**src/rtl/core/drc_ram.sv**
```systemverilog
`timescale 1ns / 1ps
module drc_ram #(
   parameter int Width = 64,
   parameter int Depth = 16
) (
   input  logic                     clock,
   input  logic                     wr_en,
   input  logic [$clog2(Depth)-1:0] wr_addr,
   input  logic [Width-1:0]         wr_data,
   input  logic [$clog2(Depth)-1:0] rd_addr,
   output logic [Width-1:0]         rd_data
);
   logic [Width-1:0] mem_ff [Depth];
   logic [Width-1:0] rd_ff;

   always_ff @(posedge clock) begin
      if (wr_en) mem_ff[wr_addr] <= wr_data;
      rd_ff <= mem_ff[rd_addr];
   end
   assign rd_data = rd_ff;
endmodule

```
**config.mk**
```make
export PLATFORM = sky130hd
export DESIGN_NAME = drc_ram
export DESIGN_NICKNAME = d
export VERILOG_FILES = /design/src/rtl/core/drc_ram.sv
export SDC_FILE = /design/constraint.sdc
export NUM_CORES = 1
export LEC_CHECK = 0
export BUFFER_PORTS_ARGS = -buffer_cell sky130_fd_sc_hd__buf_2
export CAP_MARGIN = 20
export CORE_MARGIN = 2
export CORE_UTILIZATION = 50
export DETAILED_ROUTE_END_ITERATION = 8
export GPL_TIMING_DRIVEN = 0
export PLACE_DENSITY = 0.75
export REMOVE_ABC_BUFFERS = 1
export SETUP_SLACK_MARGIN = 0.15
export SLEW_MARGIN = 20
export SYNTH_ARGS = -nofsm -noshare
export SYNTH_HDL_FRONTEND = slang
export SYNTH_SLANG_ARGS = --single-unit
```
**constraint.sdc**
```tcl
create_clock -name clock -period 6 [get_ports clock]
set_clock_uncertainty 0.15 [all_clocks]
set_input_delay 0.6 -clock clock [delete_from_list [all_inputs] [get_ports clock]]
set_output_delay 0.6 -clock clock [all_outputs]
set_load 0.05 [all_outputs]
```
Word-level counts from Yosys, hierarchy flattened --
Memories as Yosys holds them, arrays and structs flattened. A register that Yosys moved wholly into a read port is not among the register bits. Cells that the tools add are included.
Cells by class: multiplexer cells 2
Operators with widths (count):
- 1-bit two-way mux | 2
Word-level totals: register bits 0, RAM bits 1024, output and inout bits 64, logic and storage cells 3, memories 1
Memories:
- mem_ff | words 16, bits a word 64, rd ports 1, clocked after Yosys merged registers in 1, wr ports 1, line 13 | logic [Width-1:0] mem_ff [Depth];

Longest topological paths before layout --
depth after elaboration 2, depth in mapped cells 6, gate-level depth less buffers 3

Least setup slack after synthesis --
Ideal clock, no wire load.
path kind input port to flip-flop, start point input wr_addr[2], end point memory mem_ff[0][0] (enable), setup time 0.565 ns, arrival 5.463 ns, data required time 5.285 ns, path slack -0.179 ns, cell stages on the path 2, cell sequence or3b_2 nor3_1
RTL lines:
- from (decl) | line 8 | input logic [$clog2(Depth)-1:0] wr_addr,
- to (decl) | line 13
No word-level cell before the write port.

Worst setup path in the final report --
start point input wr_addr[3], end point memory mem_ff[4][34] (enable)
No word-level cell before the write port.

==> impl_metrics.csv <==
group,metric,value,unit
run_status,run_status,"complete, no violations",
placement,placed_area,0.0434,mm^2
synth,synth_xor_area_frac,0,
critical_path,path_buf_inv,6,
drt,vias,18800,
cells_and_area,multi_input_area,0.00723,mm^2
cells_and_area,num-fill-cells,5199,
synth,syn_avg_cell_area,24.0,um^2
synth,yosysTopAreaCell,"edfxtp_1",
timing,period_share,0.442,
global_route,track_usage,0.229,
pwr,power_density,343,mW/mm^2
drt,post-route-drc-count,0,
critical_path,cp_slowest_stage_delay,590,ps
synth,ys_ff_latch,1088,
min_path,holdPathStages,1,
critical_path,cp_top_family,"buffers and inverters",
cts,htree_levels,3,
synth,synth_fa_ha_area_frac,0,
cells_and_area,stdcell_area,0.0469,mm^2
placement,place_congestion,0.669,
synth,async_reset_ff_frac,0,
global_route,grt_first_pass_wirelength,134,mm
timing,slew_headroom,0.435,
pwr,ir_worst_vdd,211,uV
drt,avgViaCountPerCell,6.12,
synth,netlist_top_cells_count,"edfxtp_1, mux4_2, a22oi_1, nand2_1, dfxtp_1",
flow_run,cap_violations,0,
cts,clk_latency,660,ps
min_path,hold_start,"wr_data[4]",
critical_path,critical_path.most_common_cell,"buf_4",
synth,netlist_instances,1647,
floorplan,fp-row-count,103,
cts,cts_root_buf,"clkbuf_16",
drt,first_pass_iters,5,
synth,netlist.area_leader.share,0.777,
timing,fin_tns_setup,0,ps
synth,netlist_area,0.0396,mm^2
global_route,grt_max_degree,88,
critical_path,worstPathCellList,"buf_2 -> nand3b_1 -> nor3_2 -> buf_4 -> buf_6 -> buf_4 -> buf_4 -> buf_4",
cells_and_area,drive_above_1_share,0.336,
cts,cts_buffer_depth,3,
timing,max_slew.worst_pin.slew,846,ps
cells_and_area,seq_area,0.0320,mm^2
timing,setup_viol,0,
cts,holdBufCountCts,0,
critical_path,cp-start-kind,"input port",
timing,timing.fmax,377,MHz
pwr,leakage,0.0152,uW
critical_path,ff2ff_path_depth,3,
cts,numCtsBuffers,105,
cts,cts_setup_buffers,0,
critical_path,end_kind,"flop",
critical_path,critPathRequiredTime,6210,ps
synth,synth_most_common_cell,"edfxtp_1",
timing,rsz0062_at_grt,"no",
synth,yosysSeqAreaShare,0.809,
timing,hold_viol,0,
critical_path,startpoint,"wr_addr[3]",
synth,synth-compound-area-share,0.0243,
min_path,hold_path_end,"mem_ff[11][4]$_DFFE_PP_",
synth,ys.flop_type,"edfxtp_1",
synth,synth_edf_count,1024,
floorplan,die_h,285,um
cts,cts_sinks,1088,
cells_and_area,syn_to_final_growth,18.4,%
drt,drt-initial-drc-count,2570,
timing,period_needed,2650,ps
timing,drv_slew,0,
synth,synth-simple-area-share,0.00942,
drt,routed_wl,92.0,mm
critical_path,worstPathMaxFanout,8,
synth,ys_warn_count,0,
global_route,antenna_found_initial,13,
drt,wl_per_cell,30.0,um
critical_path,r2r_end,"rd_data[5]$_DFF_P_",
synth,synth_top_family_by_area,"multiplexers",
synth,synth_cell_types,18,
drt,drtAntennaViolNets,0,
placement,portBuffers,137,
global_route,grt_pass1_vias,19900,
cells_and_area,fin_nets,1992,
critical_path,cp_slowest_cell,"nor3_2",
cells_and_area,final_core_util,0.595,
critical_path,r2r_start,"mem_ff[2][5]$_DFFE_PP_",
placement,dp_hpwl,54.2,mm
critical_path,reg2reg_slack,4370,ps
synth,ys_top_cells_by_area,"edfxtp_1, mux4_2, dfxtp_1, a22oi_1, nand2_1",
synth,synthMuxAreaShare,0.146,
floorplan,fp.dieArea,0.0814,mm^2
critical_path,arrival,2860,ps
global_route,grt_overflow,0,
cts,cts_resized,0,
floorplan,pin_count,138,
floorplan,initial_core_util,0.503,
cts,cts.clk_slew.worst_paths,60,ps
critical_path,criticalPathCategory,"input port to flop",
min_path,min_path_type,"input port to flop",
floorplan,coreArea,0.0787,mm^2
floorplan,die_x,285,um
cts,cts_tree,"yes",
metrics by stage:
stage	power (uW)	hold slack, ps	std cells	setup slack, ps
after floorplan	9210	485	1563	-179
after global placement	9680	504	2750	-6410
after detailed placement	9670	507	2861	2640
after CTS	16200	130	3058	3340
after global routing	16500	157	3062	3260
final	16100	160	3067	3350
cell type report:
class | count | area share
diodes | 9 | 0.000481
clock buffers | 137 | 0.0617
repair buffers | 248 | 0.0603
flip-flops and latches | 1088 | 0.683
clock inverters | 60 | 0.0116
multi-input cells | 475 | 0.154
well taps | 1050 | 0.0280
sequential cells by signal, indices dropped and copies added, names as in the netlist:
| register | cells |
|---|---|
| mem_ff | 1024 |
| rd_data | 64 |
placed cells by master (no fill, tap or decap):
cell type and n:
a22oi_1 128, and2_4 1, buf_12 15, buf_16 53, buf_2 135, buf_4 33, buf_6 10, buf_8 2
bufinv_16 10, clkbuf_1 22, clkbuf_16 109, clkbuf_8 6, clkinv_1 26, clkinv_2 16, clkinv_4 3, clkinvlp_4 2
dfxtp_1 64, diode_2 9, edfxtp_1 1024, inv_6 3, mux4_2 256, nand2_1 65, nand2b_1 2, nand3_1 1
nand3b_1 2, nor2_4 13, nor2b_4 2, nor3_2 4, or3b_2 1
routing by layer:
layer	up-vias	wire length, um	global-route usage
met3	185	8730	0.0474
met2	1047	46000	0.370
met1	9905	34500	0.313
met4	6	2690	0.0818
li1	7627	-	-
met5	-	40	0
power by group:
| group | switching [uW] | internal [uW] | leakage, uW | total [uW] |
|---|---|---|---|---|
| Sequential | 61.8 | 8500 | 0.00979 | 8560 |
| Combinational | 616 | 350 | 0.00375 | 966 |
| Clock | 2740 | 3820 | 0.00168 | 6550 |
kinds of logic (layout without fill, tap and decap cells):
| kind of cell | Yosys count | in the layout |
|---|---|---|
| DFF | 1088 | 1088 |
| AOI/OAI and AO/OA | 128 | 128 |
| muxes | 256 | 256 |
| and+or+nand+nor | 91 | 91 |
| other | 0 | 9 |
| buffers and inverters | 84 | 445 |
how the worst max path moves through the flow:
stage | to | slack, ps | depth (start not counted)
after floorplan | mem_ff[0][0]$_DFFE_PP_ | -180 | 2
after global placement | mem_ff[0][2]$_DFFE_PP_ | -6410 | 3
after detailed placement | mem_ff[4][34]$_DFFE_PP_ | 2640 | 8
after CTS | mem_ff[4][34]$_DFFE_PP_ | 3340 | 8
after global routing | mem_ff[4][34]$_DFFE_PP_ | 3260 | 8
final | mem_ff[4][34]$_DFFE_PP_ | 3350 | 8
(Power assumes the default switching activity.)
