[src/rtl/core/drc_pkg.sv]
`timescale 1ns / 1ps
package drc_pkg;
   localparam int VecSize  = 10;
   localparam int FracBits = 16;
   localparam int NPairs   = (VecSize * (VecSize + 1)) / 2;
   localparam int IdxW     = 4;
   localparam int PairW    = 6;
   localparam int ShiftIn  = 32 - FracBits;

   localparam logic [1:0] REG_SKIP = 2'd0;
   localparam logic [1:0] REG_DEC  = 2'd1;

   // signed 64 saturated add / sub
   function automatic logic signed [63:0] sat_add(input logic signed [63:0] a,
                                                  input logic signed [63:0] b);
      logic signed [64:0] s;
      s = {a[63], a} + {b[63], b};
      if (s[64] != s[63]) sat_add = s[64] ? {1'b1, 63'd0} : {1'b0, {63{1'b1}}};
      else sat_add = s[63:0];
   endfunction

   function automatic logic signed [63:0] sat_sub(input logic signed [63:0] a,
                                                  input logic signed [63:0] b);
      logic signed [64:0] s;
      s = {a[63], a} - {b[63], b};
      if (s[64] != s[63]) sat_sub = s[64] ? {1'b1, 63'd0} : {1'b0, {63{1'b1}}};
      else sat_sub = s[63:0];
   endfunction
endpackage

[src/rtl/core/drc_muldiv.sv]
`timescale 1ns / 1ps
// trunc(a*b/d) toward zero, saturated to signed 64. Multiply in four 32x32
// partial products, then restoring division, one bit a cycle.
module drc_muldiv
   import drc_pkg::*;
(
   input  logic               clock,
   input  logic               reset,
   input  logic               start,
   input  logic signed [63:0] op_a,
   input  logic signed [63:0] op_b,
   input  logic [63:0]        op_d,
   output logic               done,
   output logic signed [63:0] result
);
   typedef enum logic [2:0] {
      S_IDLE = 3'b001,
      S_MUL  = 3'b010,
      S_DIV  = 3'b100
   } st_type;

   st_type             st_ff, st_in;
   logic [63:0]        ma_ff, mb_ff, d_ff;
   logic               neg_ff;
   logic [127:0]       prod_ff;
   logic [1:0]         pp_ff;
   logic [6:0]         bit_ff;
   logic [63:0]        rem_ff;
   logic [127:0]       q_ff;
   logic               done_ff;
   logic signed [63:0] res_ff;

   logic [31:0]  pa, pb;
   logic [63:0]  pp;
   logic [127:0] pp_sh;
   logic [64:0]  rem_sh;
   logic         take;
   logic [127:0] q_next;
   logic [63:0]  lim;

   always_comb begin
      pa = pp_ff[0] ? ma_ff[63:32] : ma_ff[31:0];
      pb = pp_ff[1] ? mb_ff[63:32] : mb_ff[31:0];
      pp = {32'd0, pa} * {32'd0, pb};
      pp_sh = {64'd0, pp} << (7'(pp_ff[0]) * 7'd32 + 7'(pp_ff[1]) * 7'd32);
      rem_sh = {rem_ff, prod_ff[bit_ff]};
      take = rem_sh >= {1'b0, d_ff};
      q_next = q_ff;
      q_next[bit_ff] = take;
      lim = neg_ff ? {1'b1, 63'd0} : {1'b0, {63{1'b1}}};
   end

   always_comb begin
      st_in = st_ff;
      unique case (st_ff)
         S_IDLE: if (start) st_in = S_MUL;
         S_MUL:  if (pp_ff == 2'd3) st_in = S_DIV;
         S_DIV:  if (bit_ff == 7'd0) st_in = S_IDLE;
         default: st_in = S_IDLE;
      endcase
   end

   always_ff @(posedge clock) begin
      if (reset) begin
         st_ff   <= S_IDLE;
         done_ff <= 1'b0;
      end else begin
         st_ff   <= st_in;
         done_ff <= (st_ff == S_DIV) && (bit_ff == 7'd0);
      end
      unique case (st_ff)
         S_IDLE: begin
            ma_ff   <= op_a[63] ? 64'd0 - op_a : op_a;
            mb_ff   <= op_b[63] ? 64'd0 - op_b : op_b;
            d_ff    <= (op_d == 64'd0) ? 64'd1 : op_d;
            neg_ff  <= op_a[63] != op_b[63];
            prod_ff <= '0;
            pp_ff   <= 2'd0;
         end
         S_MUL: begin
            prod_ff <= prod_ff + pp_sh;
            pp_ff   <= pp_ff + 2'd1;
            bit_ff  <= 7'd127;
            rem_ff  <= '0;
            q_ff    <= '0;
         end
         S_DIV: begin
            rem_ff <= take ? 64'(rem_sh - {1'b0, d_ff}) : rem_sh[63:0];
            q_ff   <= q_next;
            bit_ff <= bit_ff - 7'd1;
            if (bit_ff == 7'd0) begin
               if (q_next[127:64] != 64'd0 || q_next[63:0] > lim)
                  res_ff <= neg_ff ? {1'b1, 63'd0} : {1'b0, {63{1'b1}}};
               else if (neg_ff) res_ff <= 64'd0 - q_next[63:0];
               else res_ff <= q_next[63:0];
            end
         end
         default: ;
      endcase
   end

   assign done   = done_ff;
   assign result = res_ff;
endmodule

[config.mk]
export PLATFORM = sky130hd
export DESIGN_NAME = drc_muldiv
export DESIGN_NICKNAME = d
export VERILOG_FILES = /design/src/rtl/core/drc_pkg.sv /design/src/rtl/core/drc_muldiv.sv
export SDC_FILE = /design/constraint.sdc
export NUM_CORES = 2
export LEC_CHECK = 0
export CORE_AREA = 2 2 568 570
export DETAILED_ROUTE_END_ITERATION = 8
export DIE_AREA = 0 0 570 572
export DONT_BUFFER_PORTS = 1
export PLACE_DENSITY_LB_ADDON = 0.1
export REMOVE_ABC_BUFFERS = 1
export SLEW_MARGIN = 15
export SYNTH_ARGS = -nofsm -noshare
export SYNTH_HDL_FRONTEND = slang
export SYNTH_SLANG_ARGS = --single-unit
[constraint.sdc]
create_clock -name clock -period 13.77 [get_ports clock]
set_input_delay 2.754 -clock clock [delete_from_list [all_inputs] [get_ports clock]]
set_output_delay 2.754 -clock clock [all_outputs]
set_load 0.1 [all_outputs]
# Yosys cells after proc, flatten, opt, wreduce, memory -nomap -nowiden
# Index checks and enable logic that the tools add are counted.
[word_totals] register_bits=590 input_bits=195 output_inout_bits=65
[classes] addsub=8 n_mul=1 order_cmp=4 n_eq_ne=8 shift=1 mux=22 n_reduce_logical=10
[op_table] cell="128-bit one-hot mux with 2 select lines" count=2
[op_table] cell="64-bit 2-to-1 mux" count=4
[op_table] cell="1-bit by 64-bit subtractor with 64-bit output, first input constant" count=3
[op_table] cell="128-bit adder" count=1
[op_table] cell="128-bit bitwise mux" count=1
[op_table] cell="64-bit one-hot mux with 2 select lines" count=1
[op_table] cell="64-bit by 7-bit left shift with 128-bit output" count=1
[op_table] cell="63-bit 2-to-1 mux" count=2
[op_table] cell="65-bit by 64-bit >= comparator with 1-bit output" count=1
[op_table] cell="64-bit > comparator" count=1
[op_table] cell="64-bit logical NOT" count=1
[op_table] cell="32-bit by 32-bit multiplier with 64-bit output" count=1
[op_table] cell="32-bit 2-to-1 mux" count=2
[op_table] cell="64-bit nonzero test" count=1
[op_table] cell="64-bit subtractor" count=1
[op_table] cell="7-bit one-hot mux with 2 select lines" count=1
[op_table] cell="3-bit 2-to-1 mux" count=3
[op_table] cell="3-bit one-hot mux with 3 select lines" count=1
[op_table] cell="7-bit by 8-bit less-than comparator with 1-bit output, second input constant" count=1
[op_table] cell="6-bit by 6-bit adder with 7-bit output" count=1
[op_table] cell="1-bit binary-select mux with 7-bit select" count=1
[op_table] cell="1-bit demux with 7-bit select" count=1
[op_table] cell="7-bit by 1-bit >= comparator with 1-bit output, second input constant" count=1
[op_table] cell="7-bit logical NOT" count=1
[op_table] cell="other kinds (15)" count=20

# Depth between registers and ports, before layout
[logic_depth] ltp_word=8 mapped_depth=51 ltp_nobuf=46

# Worst setup path before layout
# Ideal clock, no wire load.
[synth_path] path_type="flip-flop to flip-flop" start="register pp_ff[0]" end="register prod_ff[127] (data pin)" setup_time_ns=0.147 arrival_time_ns=12.148 slack_ns=1.475 stages_incl_launch_ff=49 n_path_buf=4 period_less_slack_ns=12.295 cell_sequence="edfxtp_1 -> clkbuf_1 -> clkbuf_1 -> mux2i_1 -> clkbuf_1 -> nor2_1 -> fa_1 -> inv_1 -> fa_1 -> inv_1 -> fa_1 -> inv_1 -> fa_1 -> inv_1 -> fa_1 -> fa_1 -> fa_1 -> inv_1 -> [... 13 more ...] -> o311ai_0 -> a21boi_0 -> o31ai_1 -> nor2b_1 -> ha_1 -> a21oi_1 -> o21a_1 -> o21ai_0 -> a21o_1 -> a221o_1 -> a221oi_1 -> a21oi_1 -> o211ai_1 -> a21oi_1 -> o21ai_0 -> a21oi_1 -> or3_1 -> a21oi_1"
[synth_via] elab_chain_len=5 elab_cells_between_ends=6
[synth_rtl] item="start: declaration" line="drc_muldiv.sv:26" rtl="logic [1:0] pp_ff;"
[synth_rtl] item="start signal: assignment" line="drc_muldiv.sv:82" rtl="pp_ff <= pp_ff + 2'd1;"
[synth_rtl] item="32-bit 2-to-1 mux" line="drc_muldiv.sv:42" rtl="pa = pp_ff[0] ? ma_ff[63:32] : ma_ff[31:0];"
[synth_rtl] item="32-bit by 32-bit multiplier with 64-bit output" line="drc_muldiv.sv:44" rtl="pp = {32'd0, pa} * {32'd0, pb};"
[synth_rtl] item="64-bit by 7-bit left shift with 128-bit output *" line="drc_muldiv.sv:45" rtl="pp_sh = {64'd0, pp} << (7'(pp_ff[0]) * 7'd32 + 7'(pp_ff[1]) * 7'd32);"
[synth_rtl] item="128-bit adder *" line="drc_muldiv.sv:81" rtl="prod_ff <= prod_ff + pp_sh;"
[synth_rtl] item="128-bit one-hot mux with 2 select lines *" line="drc_muldiv.sv:71" rtl="unique case (st_ff)"
[synth_rtl] item="end signal: assignment" line="drc_muldiv.sv:81"
[synth_rtl] item="end: declaration" line="drc_muldiv.sv:25" rtl="logic [127:0] prod_ff;"
# Mark *: on every way between the ends. The rest lies on a longest branch, timed or not.
# A chain may end at the register's enable or synchronous reset.

# Worst setup path after layout
[layout_path] start="register pp_ff[0]" end="register prod_ff[79] (data pin)"
# The elaborated chain is that of the path after synthesis.

==> flow_metrics.py <==
metrics = {
    "cts": {
        "clk_latency_ps": 840,
        "cts.htree.levels": 3,
        "root_buffer": "clkbuf_16",
        "cts_buffers": 86,
        "cts_tree": "built",
        "cts.sinks": 590,
        "cts_hold_buf": 0,
        "cts_buffer_depth": 4,
        "path_clk_slew_ps": 60,
    },
    "finish": {
        "utilization_pct": 26.9,
        "finalNetCount": 10184,
        "nFillCells": 34315,
        "finalInstanceArea_mm2": 0.0861,
        "syn_to_final_growth_pct": 12.5,
        "drive_above_1_share_pct": 7.92,
    },
    "global_routing": {
        "grt_pass1_wl_mm": 464,
        "grt_overflow": 0,
        "antenna_found_initial": 14,
        "grt_pass1_vias": 64862,
        "grtUsageTotal_pct": 19.3,
        "grt_max_degree": 136,
    },
    "critical_path": {
        "r2r-end": "prod_ff[79]",
        "r2r_cells": 45,
        "r2r_slack_ps": 590,
        "crit_arrival_ps": 13690,
        "reg2reg_from": "pp_ff[0]",
        "endpoint_kind": "flop",
        "worstPathMaxFanout": 29,
        "start_kind": "flop",
        "cpMostUsedCell": "fa_1",
        "crit_required_ps": 14280,
        "worstSetupPathType": "reg2reg",
        "slowest_delay_ps": 660,
        "crit_slowest_cell": "mux2i_4",
    },
    "outcome": {
        "status": "complete, no violations",
    },
    "floorplanning": {
        "core_area_mm2": 0.320,
        "die-area_mm2": 0.326,
        "row_count": 208,
        "io_pins": 260,
        "die_w_um": 570,
        "initial_core_util_pct": 23.9,
        "die_h_um": 572,
    },
    "timing": {
        "slew_viol_final": 0,
        "finalHoldViolCount": 0,
        "worst_pin_slew_ps": 1250,
        "min_period_ps": 13180,
        "setup_viol": 0,
        "finalSetupTns_ps": 0,
        "fin_ws_ps": 594,
        "max_slew_margin_pct": 16.1,
        "skew_ps": 80.6,
        "fin_crit_sh_pct": 95.7,
        "max_clock_freq_mhz": 75.9,
    },
    "placement": {
        "post-dp-hpwl_mm": 256,
        "placedInstanceArea_mm2": 0.0830,
        "pre_cts_ws_ps": -204,
        "place_congestion": 0.879,
        "portBuffers": 0,
    },
    "run": {
        "maxCapViolCount": 0,
    },
    "min_path": {
        "worstHoldStart": "rem_ff[35]",
        "hold_end": "rem_ff[36]",
        "min_path_cells": 2,
        "hp-class": "reg2reg",
    },
    "drt": {
        "vias_per_cell": 4.96,
        "route.vias.total": 63716,
        "drt_first_pass_iters": 6,
        "wirelength_mm": 320,
        "drt_iter0_drc": 5148,
        "wl_per_cell_um": 25.0,
        "ant_nets": 0,
        "drc_errors": 0,
    },
    "yosys": {
        "yosys-top-cells-area": "fa_1 23%, edfxtp_1 23%, ha_1 8.6%",
        "yosysTopAreaCell": "fa_1",
        "avgSynthCellArea_um2": 8.85,
        "yosys_most_used_dff": "edfxtp_1",
        "async_reset_ff_share_pct": 0,
        "synth_edf_count": 586,
        "synth_warnings": 0,
        "ys_types": 92,
        "syn_inst": 8645,
        "yosysSeqAreaShare_pct": 23.1,
        "synth_most_common_cell": "inv_1",
        "yosys-top-cells-count": "1,119 x inv_1, 1,082 x nor2_1, 898 x fa_1",
        "yosysTopAreaCellShare_pct": 23.5,
        "ys_ff_latch": 590,
        "syn_area_mm2": 0.0765,
    },
}
final cells by class:
cell class / count / area (um2) / share of cell area [%]
Sequential cell: 590 / 17700 / 20.5
Clock buffer: 100 / 2200 / 2.56
Timing Repair Buffer: 337 / 2850 / 3.31
Multi-Input combinational cell: 6430 / 53300 / 61.9
Antenna cell: 6 / 15.0 / 0.0174
Tap cell: 4200 / 5260 / 6.10
Clock inverter: 52 / 587 / 0.681
Inverter: 1122 / 4220 / 4.90
cells by family after synthesis:
family | synth area share [%]
simple gates | 15.9
compound gates | 14.5
xor+xnor | 4.20
buf+inv | 7.99
flops | 23.1
mux | 2.29
fa+ha+maj | 32.1
per-layer routing:
metal  track usage (%)  vias to the layer above  share of wire [%]
met4              3.97                        4                2.1
met3              2.08                      256                4.6
li1                  -                    28927                  -
met1              27.8                    32858                 47
met5                 0                        -              0.092
met2              31.1                     1671                 46
worst max-delay path by stage:
| stage | slack, ps | cells past startpoint | from | endpoint |
|---|---|---|---|---|
| finish | 590 | 45 | pp_ff[0] | prod_ff[79] |
| global route | -6 | 48 | pp_ff[1] | prod_ff[123] |
| CTS | 4 | 47 | pp_ff[1] | prod_ff[123] |
| detailed placement | -200 | 46 | pp_ff[1] | prod_ff[127] |
| global placement | -130 | 47 | pp_ff[1] | prod_ff[123] |
| floorplan | 110 | 42 | pp_ff[1] | prod_ff[127] |
cell usage in the layout, fill, tap and decap left out, types with 18 or more instances in the layout:
cell / n
o22ai_1: 47
o21a_1: 37
o31ai_1: 68
a21oi_1: 514
xor2_1: 106
a31oi_1: 56
nand3_1: 129
a31o_2: 18
a221oi_1: 30
ha_1: 523
nor3_1: 95
o21ai_0: 351
nor2_1: 1077
nand4_1: 107
nor4_1: 48
inv_1: 1118
xnor2_1: 259
fa_1: 898
and3_1: 39
a21boi_0: 24
clkbuf_16: 86
mux2_2: 67
buf_12: 25
o21bai_1: 52
buf_4: 309
edfxtp_1: 586
and2_1: 78
or4_1: 28
or3_1: 60
a211oi_1: 43
mux2i_1: 34
o211ai_1: 25
nand2b_1: 47
nor2b_1: 70
a21o_1: 216
a22oi_1: 46
nand2_1: 880
mux2i_2: 43
o41ai_1: 27
stage by stage:
step           cells  hold slack (ps)
3_3_place_gp   12668              582
3_5_place_dp   12668              593
4_1_cts        12828              577
6_report       12837              572
5_1_grt        12833              601
2_1_floorplan   8142              520
registers in the layout, indices dropped and copies added (netlist names):
register / count
result: 64
ma_ff: 64
prod_ff: 128
bit_ff: 7
neg_ff: 1
d_ff: 64
done: 1
mb_ff: 64
q_ff: 128
rem_ff: 64
st_ff: 3
pp_ff: 2
critical path: cells and delay by family, from the launching register on:
kind | cells | cell delay (ps)
buf+inv | 9 | 1010
simple gates | 9 | 2290
mux | 3 | 980
xor+xnor | 1 | 320
flops | 1 | 390
fa+ha+maj | 10 | 5000
compound gates | 13 | 2840
what timing repair did:
action	4_1_cts	5_1_grt
buffers inserted	8	3
endpoints found under the setup margin	9	43
hold endpoints to repair	0	0
pin swaps	0	2
resized for setup	2	26
Power is not shown: default switching activity piles up to over one toggle a cycle in this logic, so the estimate is an artifact.
